[src/hdl/saai_pkg.sv]
`timescale 1ns / 1ps
`default_nettype none

package saai_pkg;

  localparam int unsigned AxesMax  = 6;
  localparam int unsigned ForceW   = 16;
  localparam int unsigned OffsetW  = 48;
  localparam int unsigned GainW    = 10;
  localparam int unsigned StepW    = 16;
  localparam int unsigned LimitW   = 31;
  localparam int unsigned TableW   = AxesMax * GainW;
  localparam int unsigned VelW     = 32;
  localparam int unsigned PosW     = 34;
  localparam int unsigned AccW     = 32;
  localparam int unsigned SumW     = 42;
  localparam int unsigned MulAW    = 42;
  localparam int unsigned MulBW    = 17;
  localparam int unsigned ProdW    = 52;
  localparam int unsigned InDataW  = AxesMax * ForceW;
  localparam int unsigned OutDataW = AxesMax * OffsetW;
  localparam int unsigned CfgDataW = 64;
  localparam int unsigned CfgAddrW = 6;
  localparam int unsigned RegIdxW  = 3;

  localparam logic signed [ProdW-1:0] PosBound = 52'sd6553600000;
  localparam logic signed [ProdW-1:0] SumBound = 52'sd1099511627776;

  localparam logic [TableW-1:0] RecipMassRst = {AxesMax{10'd256}};
  localparam logic [TableW-1:0] GainRst      = {AxesMax{10'd80}};
  localparam logic [StepW-1:0]  TimeStepRst  = 16'd2621;
  localparam logic [LimitW-1:0] AccLimitRst  = 31'd16384;
  localparam logic [LimitW-1:0] VelLimitRst  = 31'd22938;
  localparam logic [AxesMax-1:0] AxisEnRst   = '1;

  typedef enum logic [RegIdxW-1:0] {
    REG_RECIP_MASS = 3'd0,
    REG_DAMPING    = 3'd1,
    REG_STIFFNESS  = 3'd2,
    REG_TIME_STEP  = 3'd3,
    REG_ACC_LIMIT  = 3'd4,
    REG_VEL_LIMIT  = 3'd5,
    REG_AXIS_EN    = 3'd6
  } reg_idx_e;

  typedef struct packed {
    logic [TableW-1:0]  recip_mass;
    logic [TableW-1:0]  damping;
    logic [TableW-1:0]  stiffness;
    logic [StepW-1:0]   time_step;
    logic [LimitW-1:0]  accel_limit;
    logic [LimitW-1:0]  velocity_limit;
    logic [AxesMax-1:0] axis_enable;
  } cfg_t;

  typedef enum logic [3:0] {
    ST_IDLE,
    ST_DAMP,
    ST_STIFF,
    ST_SUM,
    ST_MASS,
    ST_ACC,
    ST_VMUL,
    ST_VEL,
    ST_PMUL,
    ST_POS,
    ST_DONE
  } ctrl_state_e;

  typedef enum logic [2:0] {
    MUL_DAMP,
    MUL_STIFF,
    MUL_MASS,
    MUL_ACC,
    MUL_VEL
  } mul_sel_e;

  typedef struct packed {
    logic     load_in;
    logic     mul_en;
    mul_sel_e mul_sel;
    logic     sum_part;
    logic     sum_fin;
    logic     acc_fin;
    logic     vel_fin;
    logic     pos_fin;
    logic     zero_axis;
    logic     next_axis;
    logic     publish;
  } dp_cmd_t;

  typedef struct packed {
    logic axis_en;
    logic last_axis;
    logic out_free;
  } dp_status_t;

  function automatic logic signed [ProdW-1:0] clamp_sym(
    input logic signed [ProdW-1:0] x,
    input logic signed [ProdW-1:0] lim
  );
    logic signed [ProdW-1:0] r;
    if (x > lim) begin
      r = lim;
    end else if (x < -lim) begin
      r = -lim;
    end else begin
      r = x;
    end
    return r;
  endfunction

endpackage

`default_nettype wire

[src/hdl/saai_regs.sv]
`timescale 1ns / 1ps
`default_nettype none

module saai_regs (
  input  wire logic                           clk_i,
  input  wire logic                           rst_ni,
  input  wire logic                           psel_i,
  input  wire logic                           penable_i,
  input  wire logic                           pwrite_i,
  input  wire logic [saai_pkg::CfgAddrW-1:0]  paddr_i,
  input  wire logic [saai_pkg::CfgDataW-1:0]  pwdata_i,
  output logic      [saai_pkg::CfgDataW-1:0]  prdata_o,
  output saai_pkg::cfg_t                      cfg_o
);

  saai_pkg::cfg_t     cfg_q, cfg_d;
  saai_pkg::reg_idx_e idx;
  logic               wr_en;

  // 64-bit registers on an 8-byte stride
  assign idx   = saai_pkg::reg_idx_e'(paddr_i[saai_pkg::CfgAddrW-1:3]);
  assign wr_en = psel_i & penable_i & pwrite_i;

  always_comb begin
    cfg_d = cfg_q;
    if (wr_en) begin
      case (idx)
        saai_pkg::REG_RECIP_MASS: cfg_d.recip_mass = pwdata_i[saai_pkg::TableW-1:0];
        saai_pkg::REG_DAMPING:    cfg_d.damping = pwdata_i[saai_pkg::TableW-1:0];
        saai_pkg::REG_STIFFNESS:  cfg_d.stiffness = pwdata_i[saai_pkg::TableW-1:0];
        saai_pkg::REG_TIME_STEP:  cfg_d.time_step = pwdata_i[saai_pkg::StepW-1:0];
        saai_pkg::REG_ACC_LIMIT:  cfg_d.accel_limit = pwdata_i[saai_pkg::LimitW-1:0];
        saai_pkg::REG_VEL_LIMIT:  cfg_d.velocity_limit = pwdata_i[saai_pkg::LimitW-1:0];
        saai_pkg::REG_AXIS_EN:    cfg_d.axis_enable = pwdata_i[saai_pkg::AxesMax-1:0];
        default: begin
        end
      endcase
    end
  end

  always_ff @(posedge clk_i or negedge rst_ni) begin
    if (!rst_ni) begin
      cfg_q.recip_mass     <= saai_pkg::RecipMassRst;
      cfg_q.damping        <= saai_pkg::GainRst;
      cfg_q.stiffness      <= saai_pkg::GainRst;
      cfg_q.time_step      <= saai_pkg::TimeStepRst;
      cfg_q.accel_limit    <= saai_pkg::AccLimitRst;
      cfg_q.velocity_limit <= saai_pkg::VelLimitRst;
      cfg_q.axis_enable    <= saai_pkg::AxisEnRst;
    end else begin
      cfg_q <= cfg_d;
    end
  end

  always_comb begin
    case (idx)
      saai_pkg::REG_RECIP_MASS: prdata_o = saai_pkg::CfgDataW'(cfg_q.recip_mass);
      saai_pkg::REG_DAMPING:    prdata_o = saai_pkg::CfgDataW'(cfg_q.damping);
      saai_pkg::REG_STIFFNESS:  prdata_o = saai_pkg::CfgDataW'(cfg_q.stiffness);
      saai_pkg::REG_TIME_STEP:  prdata_o = saai_pkg::CfgDataW'(cfg_q.time_step);
      saai_pkg::REG_ACC_LIMIT:  prdata_o = saai_pkg::CfgDataW'(cfg_q.accel_limit);
      saai_pkg::REG_VEL_LIMIT:  prdata_o = saai_pkg::CfgDataW'(cfg_q.velocity_limit);
      saai_pkg::REG_AXIS_EN:    prdata_o = saai_pkg::CfgDataW'(cfg_q.axis_enable);
      default:                  prdata_o = '0;
    endcase
  end

  assign cfg_o = cfg_q;

endmodule

`default_nettype wire

[src/hdl/saai_ctrl.sv]
`timescale 1ns / 1ps
`default_nettype none

module saai_ctrl (
  input  wire logic                 clk_i,
  input  wire logic                 rst_ni,
  input  wire logic                 in_tvalid_i,
  output logic                      in_tready_o,
  input  wire saai_pkg::dp_status_t status_i,
  output saai_pkg::dp_cmd_t         cmd_o
);

  saai_pkg::ctrl_state_e state_q, state_d;

  always_ff @(posedge clk_i or negedge rst_ni) begin
    if (!rst_ni) begin
      state_q <= saai_pkg::ST_IDLE;
    end else begin
      state_q <= state_d;
    end
  end

  // next state
  always_comb begin
    state_d = state_q;
    case (state_q)
      saai_pkg::ST_IDLE: begin
        if (in_tvalid_i) state_d = saai_pkg::ST_DAMP;
      end
      saai_pkg::ST_DAMP: begin
        if (status_i.axis_en) begin
          state_d = saai_pkg::ST_STIFF;
        end else if (status_i.last_axis) begin
          state_d = saai_pkg::ST_DONE;
        end
      end
      saai_pkg::ST_STIFF: state_d = saai_pkg::ST_SUM;
      saai_pkg::ST_SUM:   state_d = saai_pkg::ST_MASS;
      saai_pkg::ST_MASS:  state_d = saai_pkg::ST_ACC;
      saai_pkg::ST_ACC:   state_d = saai_pkg::ST_VMUL;
      saai_pkg::ST_VMUL:  state_d = saai_pkg::ST_VEL;
      saai_pkg::ST_VEL:   state_d = saai_pkg::ST_PMUL;
      saai_pkg::ST_PMUL:  state_d = saai_pkg::ST_POS;
      saai_pkg::ST_POS: begin
        state_d = status_i.last_axis ? saai_pkg::ST_DONE : saai_pkg::ST_DAMP;
      end
      saai_pkg::ST_DONE: begin
        if (status_i.out_free) state_d = saai_pkg::ST_IDLE;
      end
      default: state_d = saai_pkg::ST_IDLE;
    endcase
  end

  // outputs
  always_comb begin
    cmd_o         = '0;
    cmd_o.mul_sel = saai_pkg::MUL_DAMP;
    in_tready_o   = 1'b0;
    case (state_q)
      saai_pkg::ST_IDLE: begin
        in_tready_o   = 1'b1;
        cmd_o.load_in = in_tvalid_i;
      end
      saai_pkg::ST_DAMP: begin
        if (status_i.axis_en) begin
          cmd_o.mul_en = 1'b1;
        end else begin
          cmd_o.zero_axis = 1'b1;
          cmd_o.next_axis = 1'b1;
        end
      end
      saai_pkg::ST_STIFF: begin
        cmd_o.sum_part = 1'b1;
        cmd_o.mul_en   = 1'b1;
        cmd_o.mul_sel  = saai_pkg::MUL_STIFF;
      end
      saai_pkg::ST_SUM: cmd_o.sum_fin = 1'b1;
      saai_pkg::ST_MASS: begin
        cmd_o.mul_en  = 1'b1;
        cmd_o.mul_sel = saai_pkg::MUL_MASS;
      end
      saai_pkg::ST_ACC: cmd_o.acc_fin = 1'b1;
      saai_pkg::ST_VMUL: begin
        cmd_o.mul_en  = 1'b1;
        cmd_o.mul_sel = saai_pkg::MUL_ACC;
      end
      saai_pkg::ST_VEL: cmd_o.vel_fin = 1'b1;
      saai_pkg::ST_PMUL: begin
        cmd_o.mul_en  = 1'b1;
        cmd_o.mul_sel = saai_pkg::MUL_VEL;
      end
      saai_pkg::ST_POS: begin
        cmd_o.pos_fin   = 1'b1;
        cmd_o.next_axis = 1'b1;
      end
      saai_pkg::ST_DONE: cmd_o.publish = status_i.out_free;
      default: begin
      end
    endcase
  end

endmodule

`default_nettype wire

[src/hdl/saai_datapath.sv]
`timescale 1ns / 1ps
`default_nettype none

module saai_datapath #(
  parameter int unsigned AXIS_COUNT = 6
) (
  input  wire logic                          clk_i,
  input  wire logic                          rst_ni,
  input  wire saai_pkg::dp_cmd_t             cmd_i,
  output saai_pkg::dp_status_t               status_o,
  input  wire saai_pkg::cfg_t                cfg_i,
  input  wire logic [saai_pkg::InDataW-1:0]  in_tdata_i,
  output logic      [saai_pkg::OutDataW-1:0] out_tdata_o,
  output logic                               out_tuser_o,
  output logic                               out_tvalid_o,
  input  wire logic                          out_tready_i
);

  localparam int unsigned AxisIdxW = (AXIS_COUNT > 1) ? $clog2(AXIS_COUNT) : 1;
  localparam logic [AxisIdxW-1:0] LastAxis = AxisIdxW'(AXIS_COUNT - 1);
  localparam int unsigned PW = saai_pkg::ProdW;

  // per-axis state
  logic signed [saai_pkg::ForceW-1:0] force_q [AXIS_COUNT];
  logic signed [saai_pkg::VelW-1:0]   vel_q   [AXIS_COUNT];
  logic signed [saai_pkg::PosW-1:0]   pos_q   [AXIS_COUNT];
  logic signed [saai_pkg::PosW-1:0]   out_pos_q [AXIS_COUNT];
  logic [AxisIdxW-1:0] axis_q;
  logic                ovf_q;
  logic                out_ovf_q;
  logic                out_valid_q;

  // working registers
  logic signed [PW-1:0]              prod_q;
  logic signed [saai_pkg::SumW-1:0]  part_q, sum_q;
  logic signed [saai_pkg::AccW-1:0]  acc_q;
  logic signed [saai_pkg::VelW-1:0]  vnew_q;

  logic signed [saai_pkg::ForceW-1:0] f_cur;
  logic signed [saai_pkg::VelW-1:0]   v_cur;
  logic signed [saai_pkg::PosW-1:0]   p_cur;
  logic [saai_pkg::GainW-1:0]         d_gain, k_gain, m_gain;

  logic signed [saai_pkg::MulAW-1:0]               mul_a;
  logic signed [saai_pkg::MulBW-1:0]               mul_b;
  logic signed [saai_pkg::MulAW+saai_pkg::MulBW-1:0] mul_full;

  logic signed [PW-1:0] part_d, sum_d, acc_d, vel_d, psum, pos_d;
  logic signed [PW-1:0] alim, vlim;
  logic                 pos_ovf;

  assign f_cur  = force_q[axis_q];
  assign v_cur  = vel_q[axis_q];
  assign p_cur  = pos_q[axis_q];
  assign d_gain = cfg_i.damping[saai_pkg::GainW*axis_q +: saai_pkg::GainW];
  assign k_gain = cfg_i.stiffness[saai_pkg::GainW*axis_q +: saai_pkg::GainW];
  assign m_gain = cfg_i.recip_mass[saai_pkg::GainW*axis_q +: saai_pkg::GainW];
  assign alim   = PW'(cfg_i.accel_limit);
  assign vlim   = PW'(cfg_i.velocity_limit);

  // shared multiplier, signed operand by unsigned gain or step
  always_comb begin
    case (cmd_i.mul_sel)
      saai_pkg::MUL_DAMP: begin
        mul_a = saai_pkg::MulAW'(v_cur);
        mul_b = saai_pkg::MulBW'(d_gain);
      end
      saai_pkg::MUL_STIFF: begin
        mul_a = saai_pkg::MulAW'(p_cur);
        mul_b = saai_pkg::MulBW'(k_gain);
      end
      saai_pkg::MUL_MASS: begin
        mul_a = saai_pkg::MulAW'(sum_q);
        mul_b = saai_pkg::MulBW'(m_gain);
      end
      saai_pkg::MUL_ACC: begin
        mul_a = saai_pkg::MulAW'(acc_q);
        mul_b = saai_pkg::MulBW'(cfg_i.time_step);
      end
      saai_pkg::MUL_VEL: begin
        mul_a = saai_pkg::MulAW'(vnew_q);
        mul_b = saai_pkg::MulBW'(cfg_i.time_step);
      end
      default: begin
        mul_a = '0;
        mul_b = '0;
      end
    endcase
  end

  assign mul_full = mul_a * mul_b;

  // post-multiply arithmetic, one step per state
  always_comb begin
    part_d  = (PW'(f_cur) <<< 8) - (prod_q >>> 4);
    sum_d   = saai_pkg::clamp_sym(PW'(part_q) - (prod_q >>> 4), saai_pkg::SumBound);
    acc_d   = saai_pkg::clamp_sym(prod_q >>> 8, alim);
    vel_d   = saai_pkg::clamp_sym(PW'(v_cur) + (prod_q >>> 16), vlim);
    psum    = PW'(p_cur) + (prod_q >>> 16);
    pos_ovf = (psum > saai_pkg::PosBound) || (psum < -saai_pkg::PosBound);
    pos_d   = saai_pkg::clamp_sym(psum, saai_pkg::PosBound);
  end

  always_ff @(posedge clk_i) begin
    if (cmd_i.load_in) begin
      for (int i = 0; i < AXIS_COUNT; i++) begin
        force_q[i] <= in_tdata_i[saai_pkg::ForceW*i +: saai_pkg::ForceW];
      end
    end
    if (cmd_i.mul_en)   prod_q <= PW'(mul_full);
    if (cmd_i.sum_part) part_q <= saai_pkg::SumW'(part_d);
    if (cmd_i.sum_fin)  sum_q  <= saai_pkg::SumW'(sum_d);
    if (cmd_i.acc_fin)  acc_q  <= saai_pkg::AccW'(acc_d);
    if (cmd_i.vel_fin)  vnew_q <= saai_pkg::VelW'(vel_d);
    if (cmd_i.publish) begin
      for (int i = 0; i < AXIS_COUNT; i++) begin
        out_pos_q[i] <= pos_q[i];
      end
      out_ovf_q <= ovf_q;
    end
  end

  always_ff @(posedge clk_i or negedge rst_ni) begin
    if (!rst_ni) begin
      for (int i = 0; i < AXIS_COUNT; i++) begin
        vel_q[i] <= '0;
        pos_q[i] <= '0;
      end
      axis_q      <= '0;
      ovf_q       <= 1'b0;
      out_valid_q <= 1'b0;
    end else begin
      if (cmd_i.load_in) begin
        axis_q <= '0;
        ovf_q  <= 1'b0;
      end else if (cmd_i.next_axis) begin
        axis_q <= AxisIdxW'(axis_q + 1'b1);
      end
      if (cmd_i.zero_axis) begin
        pos_q[axis_q] <= '0;
      end
      if (cmd_i.pos_fin) begin
        pos_q[axis_q] <= saai_pkg::PosW'(pos_d);
        vel_q[axis_q] <= vnew_q;
        ovf_q         <= ovf_q | pos_ovf;
      end
      if (cmd_i.publish) begin
        out_valid_q <= 1'b1;
      end else if (out_tready_i) begin
        out_valid_q <= 1'b0;
      end
    end
  end

  assign status_o.axis_en   = cfg_i.axis_enable[axis_q];
  assign status_o.last_axis = (axis_q == LastAxis);
  assign status_o.out_free  = !out_valid_q || out_tready_i;

  for (genvar g = 0; g < saai_pkg::AxesMax; g++) begin : g_out
    if (g < AXIS_COUNT) begin : g_live
      assign out_tdata_o[saai_pkg::OffsetW*g +: saai_pkg::OffsetW] =
        saai_pkg::OffsetW'(out_pos_q[g]);
    end else begin : g_idle
      assign out_tdata_o[saai_pkg::OffsetW*g +: saai_pkg::OffsetW] = '0;
    end
  end

  assign out_tuser_o  = out_ovf_q;
  assign out_tvalid_o = out_valid_q;

endmodule

`default_nettype wire

[src/hdl/six_axis_admittance_integrator_unit.sv]
// Six-axis admittance integrator. Each transfer on the slave stream carries
// one Q8.8 force or torque sample per axis; for every enabled axis the block
// runs one step of a mass-spring-damper admittance law (acceleration from
// force minus damping and stiffness terms, scaled by reciprocal mass and
// clamped, then Euler updates of velocity and position with clamping) and
// returns one transfer on the master stream with the six Q31.16 positions
// and a flag set when any position hit the +/-100000.0 bound. The user must
// set gains, time step, limits and the axis enable mask over the APB port
// while the block is idle, which the block does not enforce. One multiplier
// is shared over all arithmetic: an enabled axis steps through the DAMP,
// STIFF, SUM, MASS, ACC, VMUL, VEL, PMUL and POS states, a disabled one only
// DAMP. A finished result sits in an output register, so the next item is
// taken while the previous result still waits on the master side.
`timescale 1ns / 1ps
`default_nettype none

module six_axis_admittance_integrator_unit #(
  parameter int unsigned AXIS_COUNT = 6
) (
  input  wire logic                           clk_i,
  input  wire logic                           rst_ni,
  // slave stream
  input  wire logic                           s_axis_tvalid,
  output logic                                s_axis_tready,
  // force_x, force_y, force_z, torque_rx, torque_ry, torque_rz, 16 bits each
  input  wire logic [saai_pkg::InDataW-1:0]   s_axis_tdata,
  // master stream
  output logic                                m_axis_tvalid,
  input  wire logic                           m_axis_tready,
  // offset_x, offset_y, offset_z, offset_rx, offset_ry, offset_rz, 48 bits each
  output logic      [saai_pkg::OutDataW-1:0]  m_axis_tdata,
  // overflow
  output logic      [0:0]                     m_axis_tuser,
  // register port
  input  wire logic                           psel,
  input  wire logic                           penable,
  input  wire logic                           pwrite,
  input  wire logic [saai_pkg::CfgAddrW-1:0]  paddr,
  input  wire logic [saai_pkg::CfgDataW-1:0]  pwdata,
  output logic      [saai_pkg::CfgDataW-1:0]  prdata,
  output logic                                pready
);

  saai_pkg::cfg_t       cfg;
  saai_pkg::dp_cmd_t    cmd;
  saai_pkg::dp_status_t status;

  // register transfers always complete in the access cycle
  assign pready = 1'b1;

  saai_regs u_regs (
    .clk_i     (clk_i),
    .rst_ni    (rst_ni),
    .psel_i    (psel),
    .penable_i (penable),
    .pwrite_i  (pwrite),
    .paddr_i   (paddr),
    .pwdata_i  (pwdata),
    .prdata_o  (prdata),
    .cfg_o     (cfg)
  );

  // sequencer: one state per multiply or post-multiply step
  saai_ctrl u_ctrl (
    .clk_i       (clk_i),
    .rst_ni      (rst_ni),
    .in_tvalid_i (s_axis_tvalid),
    .in_tready_o (s_axis_tready),
    .status_i    (status),
    .cmd_o       (cmd)
  );

  // axis state, shared multiplier and output register
  saai_datapath #(
    .AXIS_COUNT (AXIS_COUNT)
  ) u_datapath (
    .clk_i        (clk_i),
    .rst_ni       (rst_ni),
    .cmd_i        (cmd),
    .status_o     (status),
    .cfg_i        (cfg),
    .in_tdata_i   (s_axis_tdata),
    .out_tdata_o  (m_axis_tdata),
    .out_tuser_o  (m_axis_tuser[0]),
    .out_tvalid_o (m_axis_tvalid),
    .out_tready_i (m_axis_tready)
  );

endmodule

`default_nettype wire

[config.mk]
export PLATFORM = sky130hd
export DESIGN_NAME = six_axis_admittance_integrator_unit
export DESIGN_NICKNAME = d
export VERILOG_FILES = /design/src/hdl/saai_pkg.sv /design/src/hdl/saai_regs.sv /design/src/hdl/saai_ctrl.sv /design/src/hdl/saai_datapath.sv /design/src/hdl/six_axis_admittance_integrator_unit.sv
export SDC_FILE = /design/constraint.sdc
export NUM_CORES = 2
export LEC_CHECK = 0
export ABC_CLOCK_PERIOD_IN_PS = 11240
export BUFFER_PORTS_ARGS = -buffer_cell sky130_fd_sc_hd__buf_2
export CAP_MARGIN = 20
export CORE_ASPECT_RATIO = 1.25
export CORE_MARGIN = 3
export CORE_UTILIZATION = 57
export DETAILED_ROUTE_END_ITERATION = 16
export PLACE_DENSITY = 0.79
export SLEW_MARGIN = 40
export SYNTH_ARGS = -nofsm -noshare
export SYNTH_HDL_FRONTEND = slang
export SYNTH_SLANG_ARGS = --single-unit
[constraint.sdc]
create_clock -name clk_i -period 11.24 [get_ports clk_i]
set_input_delay 0 -clock clk_i [delete_from_list [all_inputs] [get_ports clk_i]]
set_output_delay 0 -clock clk_i [all_outputs]
set_load 0.03 [all_outputs]
==> impl_metrics.py <==
metrics = {
    "drt": {
        "num_vias": 74100,
        "firstDrtPassIters": 10,
        "via_per_inst": 6.56,
        "drt_iter0_drc": 9982,
        "drt_wl_total_microns": 323000,
        "drc": 0,
        "wl_per_cell_microns": 28.6,
        "ant_nets": 0,
    },
    "place": {
        "numPortBuffers": 516,
        "gp_congestion": 1.05,
        "dp_slack_ns": 0.714,
        "hpwl_microns": 233000,
    },
    "setup_path": {
        "worstPathMaxFanout": 24,
        "crit_top_cell": "fa_1",
        "critPathKind": "flip-flop to flip-flop",
        "required_ns": 11.80,
        "critical_path.slowest_cell": "fa_1",
        "start_kind": "flip-flop",
        "critPathCaptureType": "flip-flop",
        "worstPathArrival_ns": 11.41,
        "max_stage_delay_ns": 0.54,
    },
    "logic_synthesis": {
        "synth_ff_type": "dfrtp_1",
        "syn_inst": 8674,
        "ys_warn_count": 0,
        "async_flop_share_pct": 57.4,
        "syn_area_sq_mm": 0.0849,
        "ys_ff_latch": 1166,
        "synth_cell_types": 96,
        "avgSynthCellArea_sq_um": 9.79,
        "ys_seq_area_share_pct": 37.4,
        "synth_edf_count": 497,
    },
    "floorplanning": {
        "die_w_microns": 351,
        "die_h_microns": 438,
        "die_area_sq_mm": 0.154,
        "core_sq_mm": 0.147,
        "rows": 157,
        "pin_count": 529,
        "start_util_pct": 57.6,
    },
    "hold_path": {
        "hp-class": "input port to flip-flop",
    },
    "clocking": {
        "root_buffer": "clkbuf_16",
        "cts.sinks": 1166,
        "path_clk_slew_ns": 0.06,
        "cts_resized": 0,
        "cts_max_level": 3,
        "cts_made_buffers": 114,
        "clk_latency_ns": 0.83,
        "tritoncts": "built",
        "cts_buffer_depth": 3,
    },
    "timing": {
        "skew_ns": 0.0580,
        "slew_headroom_pct": 33.4,
        "max_freq_ghz": 0.0922,
        "rsz0062_at_grt": "false",
        "finalSetupViolations": 0,
        "worstMarginPinSlew_ns": 0.999,
        "period_share_pct": 96.5,
        "tns_ns": 0,
        "hold_violations": 0,
        "min_period_ns": 10.85,
        "slew_viol_final": 0,
        "worst_slack_ns": 0.388,
    },
    "grt": {
        "grt_busiest_layer": "met2",
        "grt_max_degree": 111,
        "met3_usage_pct": 13.5,
        "antenna_found_initial": 28,
        "met2_usage_pct": 62.8,
        "grt_pass1_wl_microns": 474000,
        "met1_usage_pct": 49.0,
        "grt_overflow": 0,
        "grt_util_all_layers_pct": 41.9,
        "grt_pass1_vias": 73600,
    },
    "cells_and_area": {
        "fillers": 11400,
        "area_growth_pct": 13.8,
        "fin_util_pct": 65.6,
        "drive_gt1_share_pct": 14.3,
        "nets": 10500,
    },
    "status": {
        "status": "completed",
    },
    "job": {
        "maxCapViolCount": 0,
    },
}
## final timing paths
| check | slack (ns) | startpoint | cells past startpoint | endpoint |
|---|---|---|---|---|
| setup / recovery | 0.39 | u_ctrl.state_q[3] | 35 | u_datapath.prod_q[50] |
| hold / removal | 0.02 | pwdata[34] | 3 | u_regs.cfg_o[238] |
| setup reg to reg | 0.39 | u_ctrl.state_q[3] | 35 | u_datapath.prod_q[50] |
| hold reg to reg | 0.46 | u_datapath.pos_q[181] | 0 | u_datapath.out_pos_q[0][11] |
| max in group asynchronous | 8.55 | rst_ni | 7 | u_datapath.pos_q[72] |
| min in group asynchronous | 0.49 | rst_ni | 3 | u_regs.cfg_o[148] |
## flip-flops by register name, indices dropped and copies added, names as in the netlist
register                 cells
u_ctrl.state_q               4
u_datapath.acc_q            32
u_datapath.axis_q            3
u_datapath.force_q          96
u_datapath.out_pos_q       204
u_datapath.out_tuser_o       1
u_datapath.out_tvalid_o      1
u_datapath.ovf_q             1
u_datapath.part_q           42
u_datapath.pos_q           204
u_datapath.prod_q           48
u_datapath.sum_q            42
u_datapath.vel_q           192
u_datapath.vnew_q           32
u_regs.cfg_o               264
## final cells by class
class                   instances  area [sq um]  area share [%]
well taps                    1908          2390            2.47
diodes                         24          60.1          0.0621
flip-flops and latches       1166         31700            32.8
multi-input cells            5994         47500            49.2
repair buffers               1025          7370            7.62
clock inverters                67           696           0.720
inverters                     965          3620            3.75
clock buffers                 149          3280            3.40
## per-stage QoR
stage | hold WS [ns] | cells | area (sq um)
3_5_place_dp | 0.113 | 10800 | 89800
4_1_cts | 0.00276 | 11300 | 96500
3_3_place_gp | 0.115 | 10800 | 89400
6_report | 0.0160 | 11300 | 96700
5_1_grt | 0.0264 | 11300 | 96600
2_1_floorplan | -0.296 | 8677 | 84900
## cell usage after synthesis, types with 30 or more instances
master	instances	area share [%]
a221oi_1	45	0.46
and2_1	53	0.39
a31oi_1	42	0.31
xor2_1	57	0.59
or3_1	30	0.22
nand2b_1	58	0.43
buf_1	56	0.25
xnor2_1	172	1.8
inv_1	960	4.2
o21a_1	55	0.49
nor3_1	113	0.67
and3_1	53	0.39
nor4_1	47	0.35
a211oi_1	81	0.72
a21oi_1	310	1.8
nand3_1	130	0.77
a22oi_1	201	1.8
ha_1	443	6.5
a22o_1	60	0.62
o21ai_0	324	1.9
nor2b_1	75	0.55
mux2i_1	162	1.9
fa_1	574	14
a32o_1	127	1.5
buf_4	89	0.79
nor2_1	579	2.6
nand4_1	68	0.50
mux2_2	226	3.0
dfstp_2	52	1.6
a21o_1	166	1.5
o22ai_1	47	0.35
a222oi_1	31	0.37
nand2_1	1310	5.8
dfrtp_1	617	18
clkbuf_1	389	1.7
edfxtp_1	497	18
## cell usage in the layout (no fill, tap or decap), types with 46 or more instances in the layout
cell type and instances:
a32o_1 127, dfstp_2 52, inv_1 960, and2_1 50, xnor2_1 171, mux2_2 226
a22oi_1 201, a211oi_1 81, buf_2 523, nor2b_1 73, edfxtp_1 497, a22o_1 60
ha_1 443, nor2_1 560, clkbuf_16 122, nand2_1 1305, mux2i_1 162, nand2b_1 57
fa_1 574, a21o_1 166, dfrtp_1 613, o21ai_0 314, xor2_1 56, o21a_1 55
a21oi_1 303, o22ai_1 47, nand4_1 68, nor4_1 46, buf_4 196, dlygate4sd3_1 272
and3_1 53, nand3_1 130, nor3_1 106
## worst max-delay path: cells and delay by family, from the launching register on
| kind | cells | cell delay (ns) |
|---|---|---|
| AOI/OAI and AO/OA | 16 | 4.03 |
| adders and majority gates | 7 | 3.38 |
| buffers and inverters | 8 | 1.63 |
| and+or+nand+nor | 3 | 0.92 |
| DFF | 1 | 0.50 |
| xor gates and xnor gates | 1 | 0.08 |
## layer usage
layer	routed length (microns)	part of all wire [%]
met3	40800	13
met2	141000	44
met5	360	0.11
met4	33100	10
met1	108000	33
## cells by family (layout without fill, tap and decap cells)
kind of cell	count (synthesis)	after routing	share of synthesized area (%)
XOR/XNOR	229	229	2.36
adder cells (fa/ha/maj)	1017	1017	20.1
buffers and inverters	1517	2206	7.16
AND/OR/NAND/NOR	2602	2602	13.4
other	2	29	0.00884
multiplexers	407	407	5.41
flip-flops	1166	1166	37.4
AO/OA/AOI/OAI	1734	1734	14.2
## timing repair
action,CTS,global route
setup endpoints to repair,0,0
hold buffers,273,0
endpoints found under the hold margin,512,0
setup buffers,0,0
Power is not shown: default switching activity piles up to over one toggle a cycle in this logic, so the estimate is an artifact.
